File: src/design/sqe_pkg.sv
// ----------------------------------------------------------------------------
// sqe_pkg: shared types and codes of the stack/queue engine
// Request and response payload structs, operation and status codes, and the
// default store depth.
// ----------------------------------------------------------------------------
package sqe_pkg;

  // Default number of words in the store.
  localparam int SQE_DEPTH = 64;

  // Configuration port.
  localparam int CFG_ADDR_W = 2;
  localparam logic [CFG_ADDR_W-1:0] REG_STACK_MODE = 2'd0;

  // Operation codes.
  localparam logic [2:0] OP_PUSH = 3'd0;
  localparam logic [2:0] OP_DUMP = 3'd1;
  localparam logic [2:0] OP_PEEK = 3'd2;
  localparam logic [2:0] OP_POP  = 3'd3;
  localparam logic [2:0] OP_SWAP = 3'd4;

  // Status codes.
  localparam logic [1:0] ST_OK    = 2'd0;
  localparam logic [1:0] ST_EMPTY = 2'd1;
  localparam logic [1:0] ST_SHORT = 2'd2;
  localparam logic [1:0] ST_FULL  = 2'd3;

  typedef struct packed {
    logic [2:0]         op;
    logic signed [31:0] push_value;
  } req_t;

  typedef struct packed {
    logic signed [31:0] data;
    logic [1:0]         status;
    logic               last;
  } rsp_t;

endpackage

File: src/design/stack_queue_engine_core.sv
// ----------------------------------------------------------------------------
// stack_queue_engine_core: bounded stack / queue of signed 32-bit words
// The words sit in a circular RAM. The top is at top_ptr and older entries
// follow at rising addresses. Push adds at the top in stack mode and at the
// tail in queue mode; pop, peek and swap act on the top; dump reads every
// entry from the top down.
// ----------------------------------------------------------------------------
//
//   Channel   Direction  Handshake            Payload
//   req       in         req_valid/req_stall  sqe_pkg::req_t (op, push_value)
//   rsp       out        rsp_valid/rsp_stall  sqe_pkg::rsp_t (data, status, last)
//   config    in         APB psel/penable     stack_mode at byte address 0
//
// A new request is accepted only once the sequencer is back in idle; the RAM
// read and write ports share one address from the shared address adder.
// Reset (rst, synchronous) empties the store and selects stack mode; the RAM
// contents are not cleared, since only entries inside the count are read.
// The response sits in an output register, so a new request is accepted while
// the previous response is still stalled; the sequencer only waits on the
// output register when it has a further response to load.
// ----------------------------------------------------------------------------
module stack_queue_engine_core #(
  parameter int DEPTH = sqe_pkg::SQE_DEPTH
) (
  input  logic                          clk,
  input  logic                          rst,
  // request channel
  input  logic                          req_valid,
  output logic                          req_stall,
  input  sqe_pkg::req_t                 req,
  // response channel
  output logic                          rsp_valid,
  input  logic                          rsp_stall,
  output sqe_pkg::rsp_t                 rsp,
  // configuration port
  input  logic                          psel,
  input  logic                          penable,
  input  logic                          pwrite,
  input  logic [sqe_pkg::CFG_ADDR_W-1:0] paddr,
  input  logic [31:0]                   pwdata,
  output logic [31:0]                   prdata,
  output logic                          pready
);

  import sqe_pkg::*;

  // Pointer width indexes the RAM; count width also holds DEPTH itself.
  localparam int PW = $clog2(DEPTH);
  localparam int CW = $clog2(DEPTH + 1);
  localparam logic [PW:0]   SUM_DEPTH = (PW + 1)'(DEPTH);
  localparam logic [CW-1:0] CNT_FULL  = CW'(DEPTH);
  localparam logic [PW-1:0] OFF_ONE   = PW'(1);
  localparam logic [PW-1:0] OFF_BACK  = PW'(DEPTH - 1);

  // Sequencer states, one-hot.
  typedef enum logic [7:0] {
    S_IDLE = 8'b0000_0001,
    S_EXEC = 8'b0000_0010,
    S_PEEK = 8'b0000_0100,
    S_SWA  = 8'b0000_1000,
    S_SWB  = 8'b0001_0000,
    S_SWW  = 8'b0010_0000,
    S_DRQ  = 8'b0100_0000,
    S_RESP = 8'b1000_0000
  } state_t;

  state_t state;

  // Architectural state.
  logic [PW-1:0] top_ptr;
  logic [CW-1:0] count;
  logic          stack_mode;

  // Latched request and working registers.
  logic [2:0]         op_r;
  logic signed [31:0] val_r;
  logic [31:0]        tmp;
  logic [PW-1:0]      idx;
  logic signed [31:0] res_data;
  logic [1:0]         res_status;
  logic               res_last;

  // Shared address unit: top_ptr plus an offset, modulo DEPTH.
  logic [PW-1:0] addr_off;
  logic [PW:0]   addr_sum;
  logic [PW-1:0] addr;

  // RAM port.
  logic        ram_we;
  logic        ram_re;
  logic [31:0] ram_wdata;
  logic [31:0] ram_rdata;

  logic empty;
  logic full;
  logic short_store;
  logic out_free;
  logic rsp_load;
  logic cfg_write;
  logic dump_last;

  assign empty       = (count == '0);
  assign full        = (count == CNT_FULL);
  assign short_store = (count < CW'(2));
  assign out_free    = !rsp_valid || !rsp_stall;
  assign rsp_load    = (state == S_RESP) && out_free;
  assign cfg_write   = psel && penable && pwrite && pready;
  assign dump_last   = ((CW'(idx) + CW'(1)) == count);

  assign req_stall = (state != S_IDLE);
  assign pready    = 1'b1;
  assign prdata    = (paddr == REG_STACK_MODE) ? {31'b0, stack_mode} : 32'b0;

  // Offset selection for the address unit. Both pointer moves (stack push
  // and pop) and every RAM address go through the same adder.
  always_comb begin
    addr_off = '0;
    unique case (state)
      S_EXEC: begin
        if (op_r == OP_PUSH) begin
          addr_off = stack_mode ? OFF_BACK : count[PW-1:0];
        end else if (op_r == OP_POP) begin
          addr_off = OFF_ONE;
        end
      end
      S_SWA, S_SWW: addr_off = OFF_ONE;
      S_DRQ:        addr_off = idx;
      default:      addr_off = '0;
    endcase
  end

  assign addr_sum = {1'b0, top_ptr} + {1'b0, addr_off};
  assign addr     = (addr_sum >= SUM_DEPTH) ? PW'(addr_sum - SUM_DEPTH)
                                            : addr_sum[PW-1:0];

  // RAM control.
  always_comb begin
    ram_we    = 1'b0;
    ram_re    = 1'b0;
    ram_wdata = val_r;
    unique case (state)
      S_EXEC: begin
        ram_we = (op_r == OP_PUSH) && !full;
        ram_re = ((op_r == OP_PEEK) && !empty) ||
                 ((op_r == OP_SWAP) && !short_store);
      end
      S_SWA: ram_re = 1'b1;
      S_SWB: begin
        ram_we    = 1'b1;
        ram_wdata = ram_rdata;
      end
      S_SWW: begin
        ram_we    = 1'b1;
        ram_wdata = tmp;
      end
      S_DRQ:   ram_re = 1'b1;
      default: ram_we = 1'b0;
    endcase
  end

  sqe_ram #(
    .WIDTH(32),
    .DEPTH(DEPTH)
  ) u_ram (
    .clk  (clk),
    .we   (ram_we),
    .waddr(addr),
    .wdata(ram_wdata),
    .re   (ram_re),
    .raddr(addr),
    .rdata(ram_rdata)
  );

  // Sequencer and datapath registers.
  always_ff @(posedge clk) begin
    if (rst) begin
      state      <= S_IDLE;
      top_ptr    <= '0;
      count      <= '0;
      stack_mode <= 1'b1;
      rsp_valid  <= 1'b0;
    end else begin
      if (cfg_write && (paddr == REG_STACK_MODE)) begin
        stack_mode <= pwdata[0];
      end

      // The output register fills on a load and empties when taken.
      if (rsp_load) begin
        rsp_valid <= 1'b1;
      end else if (rsp_valid && !rsp_stall) begin
        rsp_valid <= 1'b0;
      end

      unique case (state)
        S_IDLE: begin
          if (req_valid) begin
            op_r  <= req.op;
            val_r <= req.push_value;
            state <= S_EXEC;
          end
        end

        S_EXEC: begin
          // Most requests answer with one word of zero data and last set.
          res_data <= '0;
          res_last <= 1'b1;
          unique case (op_r)
            OP_PUSH: begin
              res_status <= full ? ST_FULL : ST_OK;
              state      <= S_RESP;
              if (!full) begin
                if (stack_mode) begin
                  top_ptr <= addr;
                end
                count <= count + CW'(1);
              end
            end
            OP_DUMP: begin
              res_status <= ST_OK;
              idx        <= '0;
              // An empty store dumps nothing and gives no response.
              state      <= empty ? S_IDLE : S_DRQ;
            end
            OP_PEEK: begin
              res_status <= empty ? ST_EMPTY : ST_OK;
              state      <= empty ? S_RESP : S_PEEK;
            end
            OP_POP: begin
              res_status <= empty ? ST_EMPTY : ST_OK;
              state      <= S_RESP;
              if (!empty) begin
                top_ptr <= addr;
                count   <= count - CW'(1);
              end
            end
            OP_SWAP: begin
              res_status <= short_store ? ST_SHORT : ST_OK;
              state      <= short_store ? S_RESP : S_SWA;
            end
            default: begin
              // Unused codes are acknowledged with status ok.
              res_status <= ST_OK;
              state      <= S_RESP;
            end
          endcase
        end

        S_PEEK: begin
          res_data <= ram_rdata;
          state    <= S_RESP;
        end

        // Swap: the top word arrives here while the second is being read.
        S_SWA: begin
          tmp   <= ram_rdata;
          state <= S_SWB;
        end

        // The second word is written over the top.
        S_SWB: begin
          state <= S_SWW;
        end

        // The saved top word goes into the second place.
        S_SWW: begin
          state <= S_RESP;
        end

        // Dump: one read is issued here; the registered word is picked up in the
        // peek state and passed on to the response state below.
        S_DRQ: begin
          res_status <= ST_OK;
          res_last   <= dump_last;
          state      <= S_PEEK;
        end

        S_RESP: begin
          if (out_free) begin
            rsp.data        <= res_data;
            rsp.status      <= res_status;
            rsp.last        <= res_last;
            if ((op_r == OP_DUMP) && !res_last) begin
              idx   <= idx + OFF_ONE;
              state <= S_DRQ;
            end else begin
              state <= S_IDLE;
            end
          end
        end

        default: state <= S_IDLE;
      endcase
    end
  end

  // The count never goes past the store size.
  a_count_bound: assert property (@(posedge clk) disable iff (rst)
    count <= CNT_FULL)
    else $error("entry count exceeds store depth");

  // A push into a full store leaves count and top pointer alone.
  a_full_push_no_change: assert property (@(posedge clk) disable iff (rst)
    (state == S_EXEC) && (op_r == OP_PUSH) && full |=>
      $stable(count) && $stable(top_ptr))
    else $error("push into full store changed state");

  // The RAM is written only on a push or during the two swap write states.
  a_write_states: assert property (@(posedge clk) disable iff (rst)
    ram_we |-> ((state == S_EXEC) && (op_r == OP_PUSH)) ||
               (state == S_SWB) || (state == S_SWW))
    else $error("unexpected RAM write");

  // A response is loaded only when the output register is free.
  a_resp_no_overwrite: assert property (@(posedge clk) disable iff (rst)
    (state == S_RESP) && rsp_valid && rsp_stall |=> (state == S_RESP))
    else $error("response state left while output register is stalled");

endmodule

File: src/design/sqe_ram.sv
// ----------------------------------------------------------------------------
// sqe_ram: generic single-clock RAM
// One write port and one read port; the read data is registered.
// ----------------------------------------------------------------------------
module sqe_ram #(
  parameter int WIDTH = 32,
  parameter int DEPTH = 64
) (
  input  logic                     clk,
  input  logic                     we,
  input  logic [$clog2(DEPTH)-1:0] waddr,
  input  logic [WIDTH-1:0]         wdata,
  input  logic                     re,
  input  logic [$clog2(DEPTH)-1:0] raddr,
  output logic [WIDTH-1:0]         rdata
);

  logic [WIDTH-1:0] mem [DEPTH];

  always_ff @(posedge clk) begin
    if (we) begin
      mem[waddr] <= wdata;
    end
    if (re) begin
      rdata <= mem[raddr];
    end
  end

endmodule

File: config.mk
export PLATFORM = sky130hd
export DESIGN_NAME = stack_queue_engine_core
export DESIGN_NICKNAME = d
export VERILOG_FILES = /design/src/design/sqe_pkg.sv /design/src/design/stack_queue_engine_core.sv /design/src/design/sqe_ram.sv
export SDC_FILE = /design/constraint.sdc
export NUM_CORES = 2
export LEC_CHECK = 0
export ABC_AREA = 0
export BUFFER_PORTS_ARGS = -buffer_cell sky130_fd_sc_hd__buf_4
export CORE_ASPECT_RATIO = 2
export CORE_MARGIN = 5
export CORE_UTILIZATION = 55
export CTS_CLUSTER_SIZE = 20
export DETAILED_ROUTE_END_ITERATION = 10
export HOLD_SLACK_MARGIN = 0.15
export MAX_ROUTING_LAYER = met4
export PLACE_DENSITY = 0.71
export SYNTH_ARGS = -nofsm -noshare
export SYNTH_HDL_FRONTEND = slang
export SYNTH_SLANG_ARGS = --single-unit
File: constraint.sdc
create_clock -name clk -period 7.9 [get_ports clk]
set_input_delay 1.185 -clock clk [delete_from_list [all_inputs] [get_ports clk]]
set_output_delay 1.185 -clock clk [all_outputs]
set_load 0.01 [all_outputs]
==> results_dict.tcl <==
set metrics [dict create \
    fmax_mhz 151 \
    globalRouteMet3Util 0.0444 \
    drv_slew 0 \
    die_width_um 292 \
    cts_buffers 183 \
    dr_total_vias 51712 \
    report.final.hold_viol_count 0 \
    groute.layer.met1.usage 0.343 \
    critPathCaptureType "register" \
    worst_margin_pin_slew_ns 1.33 \
    grtUsageMet2 0.501 \
    synthCells 5283 \
    die_y_um 575 \
    clock_path_buffers 4 \
    gpl.final_weighted_congestion 0.871 \
    synth_warn 0 \
    number_of_global_route_vias_before_repair 51007 \
    critPathRequiredTime_ns 8.37 \
    setup_ws_ns 1.30 \
    static-leakage-power_uw 0.0299 \
    layout_worst_path_cycle_share 0.836 \
    io-pin-count 146 \
    timing.max_slew.rel_slack 0.0895 \
    yosys.area.top_type_share 0.762 \
    ys_ff_latch 2246 \
    floorplan.initialDensity 0.552 \
    post-place-ws_ns 1.46 \
    place.port_buffers 82 \
    worstHoldPathType "reg -> reg" \
    path_clk_slew_ns 0.07 \
    timing.hold.ws_ns 0.420 \
    synth_enable_flop_cells 2223 \
    post_cts_resized 0 \
    mappedNetlistArea_um2 87600 \
    finalSetupViolations 0 \
    synthesis.area_per_instance_um2 16.6 \
    ctsHoldBuffers 0 \
    grt_antenna_before_repair 3 \
    clk_latency_ns 0.82 \
    route.detailed.wl_per_inst_um 32.8 \
    netlist-cell-type-count 84 \
    master_cell_of_the_clock_root_buffer "clkbuf_16" \
    drc_violations_left 0 \
    setup.worst_path.class "reg -> reg" \
    async_reset_ff_frac 0 \
    timing.max_cap.violations 0 \
    p_per_area_nw_per_um2 231 \
    final_period_minus_worst_setup_slack_ns 6.60 \
    die-area_um2 168000 \
    synthFlopType "edfxtp_1" \
    crit_arrival_ns 7.07 \
    busiest_layer "met2" \
    grt.overflow.total 0 \
    first_pass_grt_wire_length_um 356000 \
    ant_nets 0 \
    timing.clock.skew_ns 0.0335 \
    critPathLaunchType "register" \
    totalWireLength_um 249000 \
    gr_util_all_layers 0.298 \
    finish.utilization 0.613 \
    num_rows 207 \
    yosysTopAreaCell "edfxtp_1" \
    clock_tree.htree_level_count 4 \
    drt_first_pass_iters 6 \
    synth.top_cells.by_area "edfxtp_1 (76%), mux4_2 (3.2%), mux2i_1 (3.1%)" \
    tns_ns 0 \
    cts_sinks 2246 \
    synth.top_cells.by_count "edfxtp_1 (2223), nand2_1 (551), mux2i_1 (268)" \
    detailedPlacementHpwl_um 148000 \
    area.growth.synth_to_final_pct 11.0 \
    route.detailed.vias_per_inst 6.80 \
    nets_final 5472 \
    critical_path.max_fanout 18 \
    layout-drive-gt1-share 0.152 \
    status "completed" \
    cts_tree "built" \
    ys_seq_area_frac 0.767 \
    worst_ir_drop_vdd_v 0.000169 \
    unrepaired_setup_endpoints_after_global_routing "no" \
    core_area_um2 159000 \
    synth_most_common_cell "edfxtp_1" \
    grt_max_degree 122 \
    detail_route.iter0.violations 7264 \
    postCtsSetupRepairBufs 0 \
]
worst paths after layout:
kind,to,from,slack [ns],depth (start not counted)
setup / recovery,u_ram.mem[53][18],state[4],1.30,11
hold / removal,rsp[13],res_data[10],0.42,0
setup reg to reg,u_ram.mem[53][18],state[4],1.30,11
hold reg to reg,rsp[13],res_data[10],0.42,0
layer usage:
layer / share of wire / wire (µm)
met1: 0.32 / 80700
met2: 0.51 / 128000
met3: 0.095 / 23700
met4: 0.070 / 17400
met5: 0 / 0
cells by family (layout without fill, tap and decap cells):
family                     count (synthesis)  in the layout  share of synthesized area
DFF                                     2246           2246                      0.767
and+or+nand+nor                         1097           1097                     0.0553
AOI/OAI and AO/OA                       1057           1057                     0.0821
muxes                                    445            445                     0.0695
buffers and inverters                    400            602                     0.0217
xor gates and xnor gates                  23             23                    0.00238
adders and majority gates                 13             13                    0.00203
other                                      2             37                  0.0000857
metrics by stage:
step	cells	cell area, µm²	total power (µW)
2_1_floorplan	5313	87800	13600
3_3_place_gp	7288	91600	13700
3_5_place_dp	7288	91600	13800
4_1_cts	7605	97300	22500
5_1_grt	7608	97300	23000
6_report	7610	97300	22500
registers in the layout (all words and copies together), names as in the netlist:
name         count
state            8
val_r           32
res_last         1
count            7
stack_mode       1
top_ptr          6
op_r             3
rsp             35
res_data        32
rsp_valid        1
u_ram.rdata     32
res_status       2
tmp             32
u_ram.mem     2048
idx              6
layout by cell type, fill, tap and decap left out, drive strengths merged, types with 23 or more instances in the layout:
cell    netlist  final
edfxtp     2223   2223
nand2       551    551
buf         251    274
mux2i       268    268
a21oi       230    230
clkbuf      138    229
nand3       187    187
nor2        174    174
o21ai       158    158
mux4        126    126
a31oi       102    102
a221oi       89     89
o22ai        85     85
a22oi        80     80
clkinv        0     66
o211ai       65     65
and3         57     57
mux2         51     51
and2         35     35
a311oi       34     34
o221ai       33     33
conb          2     32
a32oi        23     23
dfxtp        23     23
report_power, final:
group          internal (µW)  switching [µW]  total [µW]  leakage [µW]
Sequential             13100            8.04       13100        0.0202
Combinational           93.3             328         421       0.00699
Clock                   4910            4050        8960       0.00279
Total                  18100            4390       22500        0.0299
critical path: stages (launching register included):
cell,delay (ns)
dfxtp_1,0.33
nor2_1,0.22
nand3_2,0.15
or2_0,0.46
nand2b_1,0.30
o21ai_0,0.36
fa_4,0.94
nand2b_2,0.49
nor2_2,0.78
nand2_1,0.81
nor2_4,0.87
buf_4,0.45
layout make-up:
cell class              count  area, µm²
flip-flops and latches   2246      67200
fillers                 10984      61500
multi-input cells        2667      19400
clock buffers             229       4860
well taps                2090       2620
repair buffers            274       2290
clock inverters            88        843
inverters                  11       43.8
diodes                      5       12.5
No activity file was read; power rests on OpenSTA's default activity.
